<file path="src/hdl/qodo_pkg.sv">
// package for quadrature odometry: constants, types, decode table
// no dependencies
`timescale 1ns / 1ps
`default_nettype none
package qodo_pkg;
	localparam int unsigned CordicStepsDef = 24;
	localparam logic [31:0] MptReset = 32'd2436245;
	localparam logic [31:0] AptReset = 32'd1685830;
	localparam logic [31:0] CordicGain = 32'd652032874;
	localparam logic signed [33:0] Q30One = 34'sd1073741824;
	localparam logic OpPins = 1'b0;
	localparam logic OpUpdate = 1'b1;
	localparam logic [0:0] RegMpt = 1'b0;
	localparam logic [0:0] RegApt = 1'b1;

	function automatic logic [1:0] step_code(input logic [3:0] idx);
		// 2'b01 = +1, 2'b11 = -1, else 0
		case (idx)
			4'd1, 4'd7, 4'd8, 4'd14: step_code = 2'b11;
			4'd2, 4'd4, 4'd11, 4'd13: step_code = 2'b01;
			default: step_code = 2'b00;
		endcase
	endfunction

	function automatic logic [31:0] atan_val(input logic [4:0] i);
		case (i)
			5'd0: atan_val = 32'h20000000; 5'd1: atan_val = 32'h12E4051E;
			5'd2: atan_val = 32'h09FB385B; 5'd3: atan_val = 32'h051111D4;
			5'd4: atan_val = 32'h028B0D43; 5'd5: atan_val = 32'h0145D7E1;
			5'd6: atan_val = 32'h00A2F61E; 5'd7: atan_val = 32'h00517C55;
			5'd8: atan_val = 32'h0028BE53; 5'd9: atan_val = 32'h00145F2F;
			5'd10: atan_val = 32'h000A2F98; 5'd11: atan_val = 32'h000517CC;
			5'd12: atan_val = 32'h00028BE6; 5'd13: atan_val = 32'h000145F3;
			5'd14: atan_val = 32'h0000A2FA; 5'd15: atan_val = 32'h0000517D;
			5'd16: atan_val = 32'h000028BE; 5'd17: atan_val = 32'h0000145F;
			5'd18: atan_val = 32'h00000A30; 5'd19: atan_val = 32'h00000518;
			5'd20: atan_val = 32'h0000028C; 5'd21: atan_val = 32'h00000146;
			5'd22: atan_val = 32'h000000A3; 5'd23: atan_val = 32'h00000051;
			5'd24: atan_val = 32'h00000029; 5'd25: atan_val = 32'h00000014;
			5'd26: atan_val = 32'h0000000A; 5'd27: atan_val = 32'h00000005;
			5'd28: atan_val = 32'h00000003; 5'd29: atan_val = 32'h00000001;
			5'd30: atan_val = 32'h00000001;
			default: atan_val = 32'h00000000;
		endcase
	endfunction

	typedef struct packed {
		logic        opcode;
		logic        left_a;
		logic        left_b;
		logic        right_a;
		logic        right_b;
		logic [31:0] now_ms;
	} in_item_t;

	typedef struct packed {
		logic [22:0]        stamp_seconds;
		logic [29:0]        stamp_nanoseconds;
		logic signed [31:0] pos_x;
		logic signed [31:0] pos_y;
		logic signed [31:0] orient_z;
		logic signed [31:0] orient_w;
		logic signed [31:0] linear_rate;
		logic signed [31:0] angular_rate;
	} out_item_t;
endpackage
`default_nettype wire

</file>
<file path="src/hdl/qodo_cordic.sv">
// iterative rotation-mode cordic, one micro-rotation per cycle
// depends on qodo_pkg
`timescale 1ns / 1ps
`default_nettype none
module qodo_cordic #(
	parameter int unsigned CORDIC_STEPS = qodo_pkg::CordicStepsDef
) (
	input  wire logic               clk,
	input  wire logic               arst_n,
	input  wire logic               start,
	input  wire logic [31:0]        angle,
	output logic                    done,
	output logic signed [31:0]      cos_out,
	output logic signed [31:0]      sin_out
);
	import qodo_pkg::*;
	localparam int CW = $clog2(CORDIC_STEPS + 1);
	logic signed [33:0] x_q, y_q;
	logic signed [32:0] z_q;
	logic [CW-1:0] i_q;
	logic busy_q, flip_q;
	logic [31:0] a2;
	logic [4:0] sh;
	logic signed [33:0] dx, dy, xf, yf;

	assign sh = i_q[4:0];
	assign dx = y_q >>> sh;
	assign dy = x_q >>> sh;
	assign a2 = (angle[31] ^ angle[30]) ? angle + 32'h80000000 : angle;
	assign xf = flip_q ? -x_q : x_q;
	assign yf = flip_q ? -y_q : y_q;

	always_ff @(posedge clk or negedge arst_n) begin
		if (!arst_n) begin
			busy_q <= 1'b0;
			done <= 1'b0;
			i_q <= '0;
		end else begin
			done <= 1'b0;
			if (start) begin
				busy_q <= 1'b1;
				i_q <= '0;
				flip_q <= angle[31] ^ angle[30];
				x_q <= {2'b00, CordicGain};
				y_q <= '0;
				z_q <= {a2[31], a2};
			end else if (busy_q) begin
				if (i_q == CW'(CORDIC_STEPS)) begin
					busy_q <= 1'b0;
					done <= 1'b1;
					cos_out <= (xf > Q30One) ? 32'sd1073741824 :
						(xf < -Q30One) ? -32'sd1073741824 : xf[31:0];
					sin_out <= (yf > Q30One) ? 32'sd1073741824 :
						(yf < -Q30One) ? -32'sd1073741824 : yf[31:0];
				end else begin
					i_q <= i_q + 1'b1;
					if (!z_q[32]) begin
						x_q <= x_q - dx;
						y_q <= y_q + dy;
						z_q <= z_q - $signed({1'b0, atan_val(sh)});
					end else begin
						x_q <= x_q + dx;
						y_q <= y_q - dy;
						z_q <= z_q + $signed({1'b0, atan_val(sh)});
					end
				end
			end
		end
	end
endmodule
`default_nettype wire

</file>
<file path="config.mk">
export PLATFORM = sky130hd
export DESIGN_NAME = qodo_cordic
export DESIGN_NICKNAME = d
export VERILOG_FILES = /design/src/hdl/qodo_pkg.sv /design/src/hdl/qodo_cordic.sv
export SDC_FILE = /design/constraint.sdc
export NUM_CORES = 1
export LEC_CHECK = 0
export ABC_AREA = 0
export ABC_CLOCK_PERIOD_IN_PS = 7200
export BUFFER_PORTS_ARGS = -buffer_cell sky130_fd_sc_hd__buf_4
export CAP_MARGIN = 20
export CELL_PAD_IN_SITES_DETAIL_PLACEMENT = 1
export CELL_PAD_IN_SITES_GLOBAL_PLACEMENT = 1
export CORE_ASPECT_RATIO = 1.1
export CORE_MARGIN = 4
export CORE_UTILIZATION = 49
export DETAILED_ROUTE_END_ITERATION = 10
export PLACE_DENSITY_LB_ADDON = 0.1
export SLEW_MARGIN = 20
export SYNTH_ARGS = -nofsm -noshare
export SYNTH_HDL_FRONTEND = slang
export SYNTH_SLANG_ARGS = --single-unit
</file>
<file path="constraint.sdc">
create_clock -name clk -period 7.2 [get_ports clk]
set_input_delay 0.72 -clock clk [delete_from_list [all_inputs] [get_ports clk]]
set_output_delay 0.72 -clock clk [all_outputs]
set_load 0.005 [all_outputs]
</file>
# Word-level counts from Yosys, hierarchy flattened

Memory sizes are Yosys's and may differ from the RTL's.
Cells that the tools add are included.

Output and inout bits: 65
Flip-flop bits (word level): 173
Memory bits (read-only): 1920
Bits in writable memories: 0
Bits in latches: 0
Input port bits: 35
Memories kept: 2

Add/subtract/negate cells: 10
Divide/modulo/power cells: 0
Shift operators: 2
Multiply operators: 0
Equality and inequality tests: 2
Reductions and logical operators: 7
Multiplexer cells: 32
Order comparisons: 4
Bitwise gates (word level): 2

Memories:

| name            | words | width | rd ports | clocked after memory_dff | write ports | RTL line       | source |
|---|---|---|---|---|---|---|---|
| (no name shown) | 32    | 30    | 1        | 0                        | 0           | qodo_pkg.sv:26 | `case (i)` |
| (no name shown) | 32    | 30    | 1        | 0                        | 0           | qodo_pkg.sv:26 |  |

Operators by type and width:

| operator                                                               | count |
|---|---|
| 32-bit 2-to-1 mux                                                      | 11 |
| 34-bit 2-to-1 mux                                                      | 8 |
| 33-bit 2-to-1 mux                                                      | 4 |
| 34-bit adder                                                           | 2 |
| 34-bit by 32-bit > comparator with 1-bit output, second input constant | 2 |
| 34-bit by 31-bit < comparator with 1-bit output, second input constant | 2 |
| 34-bit negator                                                         | 2 |
| 34-bit by 5-bit >>> shifter with 34-bit output                         | 2 |
| 34-bit subtractor                                                      | 2 |
| 33-bit adder                                                           | 1 |
| 33-bit subtractor                                                      | 1 |
| 32-bit adder, second input constant                                    | 1 |
| 5-bit 2-to-1 mux                                                       | 3 |
| 1-bit 2-to-1 mux                                                       | 6 |
| 5-bit by 1-bit adder with 5-bit output, second input constant          | 1 |
| 5-bit equality test, second input constant                             | 1 |
| 2-bit AND reduction                                                    | 2 |
| 4-bit AND reduction                                                    | 1 |
| 2-bit OR reduction                                                     | 2 |
| 3-bit AND reduction                                                    | 1 |
| 2-bit != test, second input constant                                   | 1 |
| 2-bit nonzero test                                                     | 1 |
| 1-bit NOT                                                              | 1 |
| 1-bit XOR                                                              | 1 |

# Depth between registers and ports, before layout

An unclocked memory read counts as a cell.

Word-level depth: 10
Depth in mapped cells: 27
Depth with buffers taken out: 23

# Least setup slack after synthesis

Ideal clock, no wire load.

Path type: register to register
From: register i_q[1]
To: register z_q[30] (data pin)
Period minus slack after synthesis: 5784 ps
Slack: 1416 ps
Path buffers: 4
Required time: 6944 ps
Stages on the path, launching flop included: 25
Arrival: 5528 ps
Cells stage by stage: dfrtp_1 -> buf_6 -> inv_1 -> buf_1 -> clkbuf_1 -> ha_1 -> nand2b_1 -> a21oi_1 -> o31ai_1 -> nand2_1 -> nor4_1 -> a31oi_1 -> buf_2 -> xor2_1 -> ha_1 -> a21o_1 -> a21o_1 -> a21oi_1 -> o21a_1 -> o21a_1 -> nand3_1 -> a41oi_1 -> o21ai_0 -> a211o_1 -> a31o_2

Word-level cells in the longest chain between the ends: 10
Elaborated cells between the ends (all ways): 16
Those cells by class: add/sub: 2; mux: 12; memory: 2

Ends and longest elaborated chain:

| item                                              | RTL line                             | source |
|---|---|---|
| start, declared                                   | qodo_cordic.sv:20                    | `logic [CW-1:0] i_q;` |
| start signal, assigned                            | qodo_cordic.sv:56                    | `i_q <= i_q + 1'b1;` |
| memory read 32 x 30 bit                           | -                                    |  |
| 32-bit 2-to-1 mux                                 | qodo_cordic.sv:57                    | `if (!z_q[32]) begin` |
| 32-bit 2-to-1 mux                                 | qodo_cordic.sv:48                    | `if (i_q == CW'(CORDIC_STEPS)) begin` |
| 32-bit 2-to-1 mux                                 | qodo_cordic.sv:47                    | `end else if (busy_q) begin` |
| 32-bit 2-to-1 mux                                 | qodo_cordic.sv:40                    | `if (start) begin` |
| 33-bit subtractor or 33-bit adder (tied branches) | qodo_cordic.sv:60, qodo_cordic.sv:64 |  |
| 33-bit 2-to-1 mux *                               | qodo_cordic.sv:57                    |  |
| 33-bit 2-to-1 mux *                               | qodo_cordic.sv:48                    |  |
| 33-bit 2-to-1 mux *                               | qodo_cordic.sv:47                    |  |
| 33-bit 2-to-1 mux *                               | qodo_cordic.sv:40                    |  |
| end signal, assigned                              | qodo_cordic.sv:46                    | `z_q <= {a2[31], a2};` |
| end signal, assigned                              | qodo_cordic.sv:60                    | `z_q <= z_q - $signed({1'b0, atan_val(sh)});` |
| end signal, assigned                              | qodo_cordic.sv:64                    | `z_q <= z_q + $signed({1'b0, atan_val(sh)});` |
| end, declared                                     | qodo_cordic.sv:19                    | `logic signed [32:0] z_q;` |

Every way passes the cells marked *; elsewhere a longest branch is shown, timed or not. The select of a mux whose other input is x is not followed.
A chain may end at the register's enable or synchronous reset.

# Worst setup path after layout

From: register i_q[2]
To: register y_q[33] (data pin)

Word-level cells in the longest chain between the ends: 5
Elaborated cells between the ends (all ways): 7
Those cells by class: add/sub: 2; eq/ne: 1; shift: 1; mux: 3

Ends and longest elaborated chain:

| item                                              | RTL line                             | source |
|---|---|---|
| 34-bit by 5-bit >>> shifter with 34-bit output    | qodo_cordic.sv:28                    | `assign dy = x_q >>> sh;` |
| 34-bit adder or 34-bit subtractor (tied branches) | qodo_cordic.sv:59, qodo_cordic.sv:63 |  |
| 34-bit 2-to-1 mux                                 | qodo_cordic.sv:57                    |  |
| 34-bit 2-to-1 mux *                               | qodo_cordic.sv:48                    |  |
| 34-bit 2-to-1 mux *                               | qodo_cordic.sv:47                    |  |
| end signal, assigned                              | qodo_cordic.sv:59                    | `y_q <= y_q + dy;` |
| end signal, assigned                              | qodo_cordic.sv:63                    | `y_q <= y_q - dy;` |
| end, declared                                     | qodo_cordic.sv:18                    | `logic signed [33:0] x_q, y_q;` |

Every way passes the cells marked *; elsewhere a longest branch is shown, timed or not.

==> impl_metrics.csv <==
group,metric,value,unit
sta,max_slew_margin,31.1,%
logic_synthesis,synthXorXnorAreaFrac,8.83,%
logic_synthesis,yosysSeqAreaShare,23.5,%
logic_synthesis,synth_mux_area_share,13.2,%
setup_path,rr_startpoint,"i_q[2]",
power_and_ir_drop,internal_power,6090,uW
power_and_ir_drop,irDropWorstVdd,0.240,mV
clock_tree,cts_hold_buf,0,
clock_tree,cts_tree,"done",
sta,setup_violations,0,
floorplan,dieHeight,230,um
final_layout,fin_nets,2776,
status,status,"complete, no violations",
routing,avgViaCountPerCell,6.82,
sta,worst_pin_slew,1.03,ns
logic_synthesis,yosys_most_used_dff,"edfxtp_1",
clock_tree,cts.sinks,173,
setup_path,startpoint_type,"register",
logic_synthesis,synth_edf_count,166,
logic_synthesis,synth_area_per_cell,8.48,um^2
setup_path,cp_top_family,"compound AO/OA/AOI/OAI gates",
setup_path,critPathCaptureType,"register",
floorplan,core.rowCount,81,
clock_tree,h-tree-depth,4,
power_and_ir_drop,switchingPower,6830,uW
global_routing,antenna_found_initial,1,
setup_path,arrival,7.02,ns
global_routing,grt_pass1_wl,135000,um
place,routabilityCongestion,1.02,
logic_synthesis,synthCells,2593,
floorplan,core_area,0.0444,mm^2
sta,fmax,148,MHz
logic_synthesis,synthAdderAreaFrac,6.76,%
routing,route.detailed.drc,0,
power_and_ir_drop,leakage,0.00936,uW
clock_tree,cts_buffers,17,
setup_path,r2r_slack,0.44,ns
routing,wl_per_cell,27.4,um
sta,skew,0.0142,ns
final_layout,final_util,54.2,%
sta,fin_crit_sh,93.9,%
sta,hold_slack,0.188,ns
routing,drt-pass1-iter-count,5,
global_routing,grt_max_degree,65,
routing,ant_nets,0,
final_layout,mostFrequentLayoutCell,"nand2_1",
floorplan,die_area,0.0484,mm^2
setup_path,crit_cells,20,
logic_synthesis,synth_compound_area_share,22.2,%
flow_run,drv_cap,0,
power_and_ir_drop,cellPowerDensity,537,mW/mm^2
clock_tree,insertion_delay,0.50,ns
setup_path,critical_path_class,"register to register",
routing,drt_iter0_markers,1970,
setup_path,slowest_delay,0.77,ns
logic_synthesis,synth.net_count,2745,
final_layout,diodes,0,
final_layout,fillers,5304,
place,dp_slack,0.143,ns
global_routing,grt_pass1_vias,22847,
floorplan,start_util,49.6,%
hold_path,hold_class,"primary input to async pin",
clock_tree,path_clk_slew,0.08,ns
place,hpwl,67400,um
final_layout,layout-drive-gt1-share,15.9,%
clock_tree,clock_path_buffers,2,
final_layout,layout_common_cells,"nand2_1, nor2_1, buf_4, a21oi_1, edfxtp_1",
floorplan,num_io_pins,100,
setup_path,crit_chain,"buf_4 > mux4_2 > mux2i_1 > o22ai_1 > nor2_1 > nand4b_4 > or4_4 > o21ai_0 > xnor2_1 > ha_1 > a21o_1 > a211o_1 > a211oi_1 > o31ai_1 > o21ai_0 > a21o_1 > a31oi_1 > or2_2 > mux2i_1 > mux2_1",
power_and_ir_drop,clkPwrFrac,7.4,%
routing,vias,21948,
sta,fin_tns_setup,0,ns
setup_path,cp_slowest_cell,"dfrtp_4",
setup_path,crit_buf_inv,1,
sta,hold_viol,0,
routing,routed_wl,88300,um
global_routing,track_usage,35.8,%
logic_synthesis,synthArstFlopShare,4.05,%
setup_path,cp.required,7.45,ns
global_routing,grt_overflow,0,
setup_path,reg2reg_depth,20,
logic_synthesis,synth_warnings,0,
power_and_ir_drop,pwr-share-seq,17.5,%
setup_path,crit_fanout,34,
power_and_ir_drop,pwr-share-comb,75.0,%
floorplan,die_x,210,um
logic_synthesis,synthesis.area,0.0220,mm^2
setup_path,endpoint,"y_q[33]",
sta,slew_violations,0,
setup_path,r2r_end,"y_q[33]",
logic_synthesis,ys_ff_latch,173,
logic_synthesis,synth_cell_type_count,106,
sta,min_period,6.76,ns
power_and_ir_drop,switching_share,52.8,%
setup_path,crit_path_start,"i_q[2]",
logic_synthesis,synth_top_family_by_area,"compound AO/OA/AOI/OAI gates",
clock_tree,clockRootBuffer,"clkbuf_16",
place,io_buffer_count,99,
final_layout,area_growth,9.36,%
logic_synthesis,synth-simple-area-share,20.0,%
sta,setup_slack,0.437,ns
sta,rsz0062_at_grt,"false",
## cells by family after synthesis
group           Yosys count
simple gates            889
compound gates          742
buf+inv                 264
xor+xnor                221
mux                     187
flops                   173
fa+ha+maj               117
## cell usage after synthesis, types with 18 or more instances
master	number	share of area [%]
mux2i_1	74	3.4
and3_1	25	0.71
o211ai_1	31	1.1
a31oi_1	36	1.0
nand4_1	21	0.60
nand2b_1	32	0.91
nor4_1	18	0.51
clkbuf_1	123	2.1
inv_1	60	1.0
nor2b_1	27	0.77
o21ai_0	151	3.4
nand3_1	63	1.4
o21a_1	32	1.1
or3_1	21	0.60
nor2_1	243	4.1
a211oi_1	29	0.99
edfxtp_1	166	23
nand2_1	265	4.5
a21oi_1	200	4.5
and2_1	24	0.68
buf_2	31	0.71
xnor2_1	109	4.3
nor3_1	53	1.2
buf_6	18	0.92
or2_2	21	0.60
o31ai_1	27	0.92
ha_1	114	6.5
mux2_2	34	1.7
xor2_1	111	4.4
mux4_2	66	6.8
a21o_1	51	1.7
## power by group through the flow
| stage | combinational, uW | clock, uW | sequential (uW) |
|---|---|---|---|
| floorplan | 7120 | 0 | 1770 |
| global placement | 9090 | 0 | 2220 |
| detailed placement | 9420 | 0 | 2240 |
| CTS | 9520 | 979 | 2220 |
| global route | 10600 | 1010 | 2260 |
| finish | 9690 | 960 | 2270 |
## state kept, by name (all words and copies together), names as in the netlist
| register | count |
|---|---|
| x_q | 34 |
| y_q | 34 |
| z_q | 33 |
| cos_out | 32 |
| sin_out | 32 |
| i_q | 5 |
| busy_q | 1 |
| done | 1 |
| flip_q | 1 |
## how the worst min path moves through the flow
stage | startpoint | to | slack [ns] | cells past startpoint
6_report | arst_n | done | 0.19 | 1
5_1_grt | arst_n | done | 0.19 | 1
4_1_cts | arst_n | done | 0.16 | 1
3_5_place_dp | z_q[0] | z_q[0] | 0.67 | 2
3_3_place_gp | z_q[0] | z_q[0] | 0.67 | 2
2_1_floorplan | arst_n | busy_q | 0.42 | 0
## per-layer routing
metal  GRT usage, %  vias to the layer above  share of wire [%]
li1               -                     9799                  -
met1           43.6                    10935                 39
met2           61.1                      951                 48
met3           5.46                      263                6.7
met4           18.9                        0                6.0
met5              0                        -                  0
## per-stage QoR
step	total power, uW	area, um^2	std cells
after floorplan	8890	22000	2593
after global placement	11300	23400	3185
after detailed placement	11700	23400	3185
after CTS	12700	24000	3217
after global routing	13900	24100	3218
final	12900	24100	3218
## area by class of cell
| cell class | count | area, um^2 | share of cell area [%] |
|---|---|---|---|
| clock buffer | 18 | 429 | 1.78 |
| clock inverter | 14 | 141 | 0.588 |
| inverter | 63 | 236 | 0.983 |
| multi-input combinational | 2156 | 15700 | 65.2 |
| sequential | 173 | 5170 | 21.5 |
| tap | 581 | 727 | 3.02 |
| timing repair buffer | 213 | 1660 | 6.89 |
## repair_timing
item                       CTS  global route
buffers inserted             0             1
setup endpoints to repair    0             5
resized for setup            0             4
Note: power is estimated with default switching activity, not from simulation.
