### src/hdl/qodo_div.sv
// restoring unsigned divider, one quotient bit per cycle
// no dependencies
`timescale 1ns / 1ps
`default_nettype none
module qodo_div (
	input  wire logic        clk,
	input  wire logic        arst_n,
	input  wire logic        start,
	input  wire logic [63:0] num,
	input  wire logic [31:0] den,
	output logic             done,
	output logic [63:0]      quo
);
	logic [63:0] n_q;
	logic [32:0] r_q;
	logic [6:0] c_q;
	logic busy_q;
	logic [32:0] rs;
	logic [33:0] diff;

	assign rs = {r_q[31:0], n_q[63]};
	assign diff = {1'b0, rs} - {2'b00, den};

	always_ff @(posedge clk or negedge arst_n) begin
		if (!arst_n) begin
			busy_q <= 1'b0;
			done <= 1'b0;
			c_q <= '0;
		end else begin
			done <= 1'b0;
			if (start) begin
				busy_q <= 1'b1;
				n_q <= num;
				r_q <= '0;
				c_q <= '0;
			end else if (busy_q) begin
				if (!diff[33]) begin
					r_q <= diff[32:0];
					n_q <= {n_q[62:0], 1'b1};
				end else begin
					r_q <= rs;
					n_q <= {n_q[62:0], 1'b0};
				end
				c_q <= c_q + 1'b1;
				if (c_q == 7'd63) begin
					busy_q <= 1'b0;
					done <= 1'b1;
				end
			end
		end
	end
	assign quo = n_q;
endmodule
`default_nettype wire

### config.mk
export PLATFORM = sky130hd
export DESIGN_NAME = qodo_div
export DESIGN_NICKNAME = d
export VERILOG_FILES = /design/src/hdl/qodo_div.sv
export SDC_FILE = /design/constraint.sdc
export NUM_CORES = 1
export LEC_CHECK = 0
export BUFFER_PORTS_ARGS = -buffer_cell sky130_fd_sc_hd__buf_2
export CAP_MARGIN = 30
export CORE_MARGIN = 10
export CORE_UTILIZATION = 49
export CTS_CLUSTER_SIZE = 10
export DETAILED_ROUTE_END_ITERATION = 7
export HOLD_SLACK_MARGIN = 0.1
export PLACE_DENSITY = 0.78
export SYNTH_ARGS = -nofsm -noshare
export SYNTH_HDL_FRONTEND = slang
export SYNTH_SLANG_ARGS = --single-unit
### constraint.sdc
create_clock -name clk -period 4 [get_ports clk]
set_input_delay 0.8 -clock clk [delete_from_list [all_inputs] [get_ports clk]]
set_output_delay 0.8 -clock clk [all_outputs]
set_load 0.01 [all_outputs]
# --- After elaboration in Yosys (flattened, before gate mapping) ---
# Cells that the tools add are included.
classes:
  reduce_logical: 2
  muxes: 13
  add_sub_neg: 2
  n_eq_ne: 1
op_table:
  columns: ["op", "count"]
  rows:
  - ["$mux W64", 2]
  - ["$mux W33", 2]
  - ["$sub A33 B32 Y34", 1]
  - ["$mux W7", 2]
  - ["$add A7 B1 Y7 const B", 1]
  - ["$eq A7 B6 Y1 const B", 1]
  - ["$mux W1", 7]
  - ["$reduce_and A2 Y1", 1]
  - ["$reduce_bool A2 Y1", 1]
word_totals:
  ff_bits: 106
  out_inout_bits: 65
  word_cells: 23

# --- Longest topological paths before layout ---
# Gate-level depths: netlist of run 1.
logic_depth:
  depth_word: 4
  depth_mapped: 12
  depth_no_buf: 12

# --- Worst setup path after synthesis of run 1 ---
# OpenSTA, ideal clock, no wires.
synth_timing:
  path_type: "input -> register"
  start: "input port start"
  end: "register n_q[0], in the netlist quo[0], enable pin"
  path_buffers: 1
  t_required_ns: 3.507
  slack_ns: -0.537
  path_stages: 3
  t_arrival_ns: 4.044
  path_cell_list: "clkbuf_1 nor2_1 nor2b_1"
synth_between:
  elab_chain_cells: 2
synth_lines:
  columns: ["item", "line_no", "text"]
  rows:
  - ["start, declared", "8", "input wire logic start,"]
  - ["$reduce_bool A2 Y1 (no line)", null, null]
  - ["$reduce_and A2 Y1 (no line)", null, null]
  - ["end signal, assigned", "33", "n_q <= num;"]
  - ["end signal, assigned", "39", "n_q <= {n_q[62:0], 1'b1};"]
  - ["end signal, assigned", "42", "n_q <= {n_q[62:0], 1'b0};"]
  - ["end, declared", "14", "logic [63:0] n_q;"]
# Every way passes these cells.
# A chain may end at the register's enable or synchronous reset.

# --- Worst setup path in the final report of run 1 ---
layout_timing:
  start: "input port den[2]"
  end: "register r_q[24] (data pin)"
layout_between:
  elab_chain_cells: 3
layout_lines:
  columns: ["item", "line_no", "text"]
  rows:
  - ["start, declared", "10", "input wire logic [31:0] den,"]
  - ["$sub A33 B32 Y34", "22", "assign diff = {1'b0, rs} - {2'b00, den};"]
  - ["$mux W33", "37", "if (!diff[33]) begin"]
  - ["$mux W33", "36", "end else if (busy_q) begin"]
  - ["end signal, assigned", "38", "r_q <= diff[32:0];"]
  - ["end signal, assigned", "41", "r_q <= rs;"]
  - ["end, declared", "15", "logic [32:0] r_q;"]
# Every way passes these cells.

==> flow_summary.ini, run 1 <==
[detailed_routing]
vias = 5274
drcViolationCount = 0
routed_wl_um = 16800
vias_per_cell = 5.60
wl_per_cell_um = 17.8
firstDrtPassIters = 5
ant_nets = 0
drt_iter0_drc = 356

[clock_network]
htree_levels = 3
hold_buffers = 0
clock_path_buffers = 2
cts.sinks = 105
cts_tree = done
cts_made_buffers = 9
post_cts_buffers = 0
root_buffer = clkbuf_16
clkTransAtPathRegs_ps = 70
clock_latency_ps = 350
post_cts_resized = 0

[layout]
drive_above_1_share_pct = 34.9
nets = 894
fill_cells = 1107
syn_to_final_growth_pct = 19.6
antennaDiodeCount = 0
fin_area_um2 = 7830
finalNonFillerCells = 941

[synth]
avgSynthCellArea_um2 = 10.8
netlist_instances = 606
ys_seq_area_share_pct = 47.4
synth_top_flop_cell = edfxtp_1
yosysTopAreaCellShare_pct = 44.0
yosysUniqueCellTypes = 58
synth_most_common_cell = edfxtp_1
synthArstFlopShare_pct = 8.57
yosys_register_bits = 105
yosys_warnings = 0
netlist_area_um2 = 6550
synthTopCellsByArea = edfxtp_1 44%, mux2_2 11%, ha_1 6.3%
yosysTopAreaCell = edfxtp_1
synthTopCellsByCount = 96 x edfxtp_1, 65 x mux2_2, 61 x nand2_1
synth_edf_count = 96
syn_nets = 739

[timing]
fmax_mhz = 305
finalCritPeriodShare_pct = 81.9
slew_headroom_pct = 46.3
slew_violations = 0
worst_slack_ps = 723
report.final.hold_viol_count = 0
setup_viol_count_final = 0
rsz0062_at_grt = false
finClkSkew_ps = 8.51
finalSetupTns_ps = 0
finalCriticalPeriod_ps = 3280
tightest_slew_ps = 806

[critical_path]
end_kind = register
r2r_cells = 12
crit_path_start = den[2]
crit_slowest_cell = o311ai_1
worstPathArrival_ps = 3450
regToRegSetupSlack_ps = 790
cp_top_family = compound AO/OA/AOI/OAI gates
critPathKind = in -> reg
cp.required_ps = 4170
timing.rr.start = quo[63]
worstSetupStartpointType = input pin
crit_cells = 12
crit_path_max_fanout = 4
endpoint = r_q[24]
critPathMaxStageDelay_ps = 470
cp_num_buf_inv = 2
path_cells = buf_2 -> inv_1 -> ha_1 -> nor2b_1 -> o31a_1 -> o311ai_1 -> a21oi_1 -> a21oi_2 -> o21bai_2 -> mux2_2 -> nand4_1 -> a311oi_1
r2r-end = r_q[24]

[global_routing]
grt_pass1_vias = 5458
top_usage_layer = met2
grt_max_degree = 65
grt_usage_pct = 18.2
grt_use_met1_pct = 21.3
grt_use_met3_pct = 8.27
globalRouteMet2Util_pct = 29.4
grt_pass1_wl_um = 27000
overflow = 0
antenna_found_initial = 1

[run]
drv_cap = 0

[die]
core_um2 = 13200
fp.dieW_um = 136
io_pins = 164
rows = 42
start_util_pct = 49.7
die_y_um = 136
die-area_um2 = 18400

[pwr]
combPwrFrac_pct = 29.2
p_leak_nw = 3.35
seqPwrFrac_pct = 43.0
switchingPower_mw = 1.03
power_density_nw_per_um2 = 419
swShare_pct = 31.3
total_power_mw = 3.28
max-vdd-ir-drop_v = 0.000286
intPower_mw = 2.26
p_clk_share_pct = 27.8

[placement]
dp_hpwl_um = 12600
gp_congestion = 0.904
dp.cells = 926
placed_area_um2 = 7540
dpl_worst_slack_ps = 420
port_buffers = 163

[status]
status = finished clean

[min_path]
hold_path.class = reg -> reg
[worst min-delay path by stage]
stage / startpoint / endpoint / slack (ps) / cells past startpoint
after global placement: c_q[6] / c_q[6] / 530 / 2
after global routing: c_q[6] / c_q[6] / 580 / 2
final: c_q[1] / c_q[1] / 560 / 2
after CTS: c_q[1] / c_q[1] / 560 / 2
after detailed placement: c_q[1] / c_q[1] / 550 / 2
after floorplan: arst_n / busy_q / 500 / 0
[logic make-up (layout without fill, tap and decap cells)]
| logic type | Yosys count | count (layout) | share of synthesized area, % |
|---|---|---|---|
| DFF | 105 | 105 | 47.4 |
| muxes | 68 | 68 | 11.6 |
| AOI/OAI and AO/OA | 143 | 143 | 15.5 |
| buffers and inverters | 65 | 224 | 3.97 |
| and+or+nand+nor | 168 | 168 | 11.7 |
| xor gates and xnor gates | 23 | 23 | 3.08 |
| adders and majority gates | 34 | 34 | 6.61 |
[layout by cell type (no fill, tap or decap), types with 4 or more instances in the layout]
master / n
a211oi_1: 8
a21o_1: 11
a21oi_1: 32
a21oi_2: 4
a311oi_1: 22
a31oi_1: 9
and3_1: 5
buf_2: 162
buf_4: 8
clkbuf_16: 9
dfrtp_1: 8
edfxtp_1: 96
ha_1: 33
inv_1: 39
mux2_2: 65
nand2_1: 61
nand2b_1: 5
nand3_1: 11
nand4_1: 7
nor2_1: 49
nor2b_1: 9
o21a_1: 7
o21ai_0: 21
o21bai_1: 4
or3_1: 7
xnor2_1: 13
xor2_1: 10
[final cells by class]
cell class                      instances  area, µm²  share of cell area (%)
Tap cell                              176        220                    2.81
Sequential cell                       105       3110                    39.7
Timing Repair Buffer                  170        871                    11.1
Clock inverter                          6       72.6                   0.926
Multi-Input combinational cell        436       3190                    40.7
Inverter                               39        146                    1.87
Clock buffer                            9        225                    2.87
[worst min-delay path: cells and delay by family (launching register included)]
| kind | cells | cell delay [ps] |
|---|---|---|
| flops | 1 | 370 |
| simple gates | 1 | 70 |
| mux | 1 | 80 |
[flip-flops by register name, indices dropped and copies added, names as in the netlist]
name	count
quo	64
r_q	32
c_q	7
busy_q	1
done	1
[metal layers]
layer	routed length, µm	vias to the layer above
met5	7	-
met3	1860	14
li1	-	2575
met4	197	2
met1	6870	2484
met2	7840	199
[power by group through the flow]
stage	logic [mW]	clock network, mW	registers [mW]
after global placement	0.937	0	1.43
after global routing	1.08	0.960	1.42
after floorplan	0.679	0	1.44
after CTS	0.962	0.925	1.41
final	0.960	0.913	1.41
after detailed placement	0.958	0	1.43
[through the flow]
step / util [%] / hold slack [ps]
floorplan: - / 504
global placement: 57.1 / 529
detailed placement: 57.1 / 546
CTS: 59.4 / 562
global route: 59.4 / 579
finish: 59.4 / 561
Power figures use the tool's default switching activity.
==> inputs of run 2 (changes only) <==
Settings changed: CORE_UTILIZATION 49 to 54, PLACE_DENSITY 0.78 to 0.82.
Clock period 4 ns to 3.1 ns, I/O delays scaled along.
==> run 2 against run 1 <==
Cell count unchanged. Wire length rose by 6.9%. Die area shrank 7.9%. Sequential power rose by 29%. Clock power grew 33%. Worst setup slack worse by 600 ps. Clock skew about the same. Power increased by 36%. Count of clock-buffer cells in the layout rose by 1. Combinational power rose by 48%. Global-route usage grew 3.3 points. Critical path type is now reg -> reg. Critical endpoint is now r_q[22]. Largest cell class unchanged. Largest power group unchanged. Highest routed layer is now met4.
==> flow_summary.ini, run 2 (synthesis results as in run 1) <==
[layout]
largest_reg_flops = 64
syn_to_final_growth_pct = 24.2
final_common_cell = buf_2
mostFrequentLayoutCells = 162 x buf_2, 96 x edfxtp_1, 65 x mux2_2
nets = 922
fin_area_um2 = 8130
antennaDiodeCount = 0
finalNonFillerCells = 941
drive_above_1_share_pct = 38.5

[timing]
finalCriticalPeriod_ps = 2980
slew_violations = 0
finClkSkew_ps = 8.73
finalCritPeriodShare_pct = 96.1
finalHoldWorstSlack_ps = 549
tightest_slew_ps = 680
slew_headroom_pct = 54.6
setup_viol_count_final = 0
report.final.hold_viol_count = 0
finalSetupTns_ps = 0
fmax_mhz = 336

[global_routing]
grt_pass1_vias = 5770
grt_max_degree = 76
grt_usage_pct = 21.6
antenna_found_initial = 0
overflow = 0
grt_pass1_wl_um = 29000

[detailed_routing]
routed_wl_um = 17900
vias_per_cell = 5.80
firstDrtPassIters = 7
ant_nets = 0
drt_iter0_drc = 415
wl_per_cell_um = 19.1
vias = 5459
drcViolationCount = 0

[pwr]
p_leak_nw = 3.51
max-vdd-ir-drop_v = 0.000339
total_power_mw = 4.45
power_density_nw_per_um2 = 547

[clock_network]
clock_path_buffers = 2
cts.sinks = 105
cts_made_buffers = 9
htree_levels = 3
clkTransAtPathRegs_ps = 80
hold_buffers = 0
root_buffer = clkbuf_16
cts_tree = done
clock_latency_ps = 370

[placement]
port_buffers = 163
dp.cells = 923
placed_area_um2 = 7740
dp_hpwl_um = 13700
gp_congestion = 0.922

[critical_path]
cp.required_ps = 3290
worstPathArrival_ps = 3160
critPathKind = reg -> reg
crit_path_max_fanout = 11
regToRegSetupSlack_ps = 120
worstSetupStartpointType = register
end_kind = register
r2r-end = r_q[22]
r2r_cells = 11
timing.rr.start = r_q[2]

[die]
io_pins = 164
core_um2 = 12000
die_y_um = 130
start_util_pct = 54.8
fp.dieW_um = 130
die-area_um2 = 16900
rows = 40

[min_path]
min_path_cells = 2
worstHoldEndpoint = quo[38]
hold_path.class = in -> reg
worstHoldStart = num[38]

[status]
status = finished clean

[run]
drv_cap = 0
==> run 2: metal layers <==
metal | vias up | part of all wire [%] | routed length (µm) | track usage, %
li1 | 2627 | - | - | -
met1 | 2556 | 38 | 6740 | 23.6
met2 | 252 | 49 | 8840 | 36.8
met3 | 24 | 11 | 2050 | 9.01
met4 | 0 | 1.7 | 306 | 7.41
met5 | - | 0 | 0 | 0
==> run 2: worst max-delay path by stage <==
stage                     cells past startpoint       to  slack (ps)    from
after floorplan                              11  r_q[24]         130  den[0]
after global placement                       13  r_q[24]        -160  den[0]
after detailed placement                     12  r_q[19]        -270  den[1]
after CTS                                    10  r_q[19]          70  r_q[0]
after global routing                         11  r_q[14]         -10  r_q[2]
final                                        11  r_q[22]         120  r_q[2]
==> run 2: final cells by class <==
cell class	instances	area, µm²
fillers	886	3830
clock inverters	6	75.1
multi-input cells	436	3260
clock buffers	10	229
inverters	39	146
repair buffers	198	1130
flip-flops and latches	105	3110
well taps	147	184
==> run 2: report_power, final <==
group          leakage [nW]  internal, mW  switching (mW)
clock network         0.146         0.641           0.569
registers              1.07          1.73          0.0931
logic                  2.29         0.666           0.755
==> run 2: metrics by stage <==
step | util, % | setup slack, ps
floorplan | - | 131
global placement | 64.7 | -163
detailed placement | 64.7 | -266
CTS | 67.3 | 66.3
global route | 68.0 | -9.89
finish | 68.0 | 122
==> run 2: timing repair <==
action	4_1_cts	5_1_grt
gates resized for setup	0	15
hold endpoints to repair	0	0
setup endpoints to repair	0	16
setup buffers	0	2
==> run 2: worst max-delay path, stage by stage (launching register included) <==
cell and delay [ps]:
edfxtp_1 430, ha_1 390, a21o_1 240, a21oi_4 200, a21oi_2 90, o211ai_2 290, a21oi_4 120, o211ai_4 240
and2_4 290, buf_4 150, nand2_1 60, a311oi_2 280
==> inputs of run 3 (changes only) <==
Settings changed: CORE_UTILIZATION 54 to 45, GPL_TIMING_DRIVEN set to 0, PLACE_DENSITY 0.82 to 0.7.
==> run 3 against run 2 <==
Cell count rose by 3.9%. Critical path type unchanged. Cell area rose by 0.72%. Largest cell class unchanged. Count of clock-buffer cells in the layout fell by 1. Worst hold slack got worse by 110 ps. Highest routed layer unchanged. Largest power group unchanged. Sequential share of layout area fell by 0.29 points.
==> flow_summary.ini, run 3 (synthesis results as in run 1) <==
[critical_path]
cp_num_buf_inv = 1
worstPathArrival_ps = 3140
path_cells = ha_2 -> a21o_1 -> a21oi_4 -> a21oi_2 -> o211ai_2 -> a21oi_4 -> o211ai_4 -> and2_4 -> clkbuf_4 -> nand2_1 -> a311oi_1
crit_slowest_cell = edfxtp_1
cp.required_ps = 3260
critPathKind = reg -> reg
worstSetupStartpointType = register
r2r_cells = 11
timing.rr.start = r_q[2]
cp_top_family = compound AO/OA/AOI/OAI gates
regToRegSetupSlack_ps = 120
crit_top_cell = a21oi_4
end_kind = register
crit_path_max_fanout = 10
critPathMaxStageDelay_ps = 430
r2r-end = r_q[8]

[die]
fp.dieW_um = 141
die-area_um2 = 19800
rows = 44
die_y_um = 141
io_pins = 164
core_um2 = 14400
start_util_pct = 45.4

[clock_network]
root_buffer = clkbuf_16
cts_tree = done
clkTransAtPathRegs_ps = 80
cts_made_buffers = 9
cts.sinks = 105
htree_levels = 3
clock_path_buffers = 2
hold_buffers = 0
clock_latency_ps = 350

[timing]
slew_headroom_pct = 34.1
finalCritPeriodShare_pct = 96.2
finalCriticalPeriod_ps = 2980
finClkSkew_ps = 10.4
tightest_slew_ps = 988
fmax_mhz = 335
worst_slack_ps = 118
finalHoldWorstSlack_ps = 437
setup_viol_count_final = 0
report.final.hold_viol_count = 0
slew_violations = 0

[detailed_routing]
vias_per_cell = 5.65
drt_iter0_drc = 469
drcViolationCount = 0
wl_per_cell_um = 18.8
firstDrtPassIters = 5
routed_wl_um = 18400
ant_nets = 0
vias = 5527

[layout]
final_common_cell = buf_2
largest_reg_flops = 64
mostFrequentLayoutCells = 166 x buf_2, 96 x edfxtp_1, 65 x mux2_2
fill_cells = 1235
drive_above_1_share_pct = 37.9
syn_to_final_growth_pct = 25.1
fin_area_um2 = 8190
final_util_pct = 56.8
antennaDiodeCount = 0
nets = 922

[pwr]
total_power_mw = 4.42
p_leak_nw = 3.44
intPower_mw = 3.00
max-vdd-ir-drop_v = 0.000302
seqPwrFrac_pct = 41.4
combPwrFrac_pct = 31.5
swShare_pct = 32.2
p_clk_share_pct = 27.1
power_density_nw_per_um2 = 539
switchingPower_mw = 1.42

[global_routing]
grt_pass1_vias = 5700
overflow = 0
grt_pass1_wl_um = 29100
antenna_found_initial = 1
grt_usage_pct = 17.9
grt_max_degree = 43

[placement]
dp_hpwl_um = 13800
port_buffers = 163
placed_area_um2 = 7620
dpl_worst_slack_ps = -441
gp_congestion = 0.877

[status]
status = finished clean

[run]
drv_cap = 0

[min_path]
hold_path.class = in -> async
==> run 3: worst register-to-register path, stage by stage (launching register included) <==
cell,delay [ps]
edfxtp_1,430
ha_2,340
a21o_1,230
a21oi_4,200
a21oi_2,110
o211ai_2,300
a21oi_4,120
o211ai_4,260
and2_4,220
clkbuf_4,210
nand2_1,70
a311oi_1,300
==> run 3: repair_timing <==
item	CTS	global route
gates resized for setup	6	35
buffers inserted	1	7
pin swaps	1	11
endpoints found under the hold margin	0	0
endpoints found under the setup margin	14	29
==> run 3: worst max path at each step <==
| stage | from | end | slack, ps | cells past startpoint |
|---|---|---|---|---|
| 3_3_place_gp | den[2] | r_q[24] | -380 | 12 |
| 3_5_place_dp | den[2] | r_q[24] | -440 | 12 |
| 4_1_cts | r_q[0] | r_q[19] | 10 | 10 |
| 5_1_grt | r_q[2] | r_q[17] | -20 | 11 |
| 2_1_floorplan | den[0] | r_q[24] | 130 | 11 |
| 6_report | r_q[2] | r_q[8] | 120 | 11 |
==> run 3: layout make-up <==
cell class | count | area (µm²) | share of cell area, %
plain buffers | 26 | 124 | 1.51
clock buffers | 9 | 225 | 2.75
clock inverters | 7 | 88.8 | 1.08
inverters | 39 | 146 | 1.79
multi-input cells | 436 | 3370 | 41.2
flip-flops and latches | 105 | 3110 | 37.9
well taps | 184 | 230 | 2.81
repair buffers | 172 | 896 | 10.9
==> run 3: power by group through the flow <==
| stage | Clock [mW] | Sequential, mW | Combinational (mW) |
|---|---|---|---|
| 2_1_floorplan | 0 | 1.85 | 0.877 |
| 3_3_place_gp | 0 | 1.85 | 1.24 |
| 3_5_place_dp | 0 | 1.85 | 1.27 |
| 4_1_cts | 1.21 | 1.82 | 1.30 |
| 5_1_grt | 1.27 | 1.85 | 1.53 |
| 6_report | 1.20 | 1.83 | 1.39 |
==> run 3: metrics by stage <==
| step | TNS (ps) | cells |
|---|---|---|
| 3_3_place_gp | -22290 | 953 |
| 5_1_grt | -73.9 | 978 |
| 3_5_place_dp | -8590 | 954 |
| 6_report | 0 | 978 |
| 4_1_cts | 0 | 971 |
| 2_1_floorplan | 0 | 606 |
==> run 3: per-layer routing <==
metal / track usage, % / share of wire, % / vias up
met2: 29.8 / 49 / 245
li1: - / - / 2626
met3: 7.76 / 11 / 16
met4: 4.89 / 1.1 / 0
met5: 0 / 0 / -
met1: 20.5 / 39 / 2640
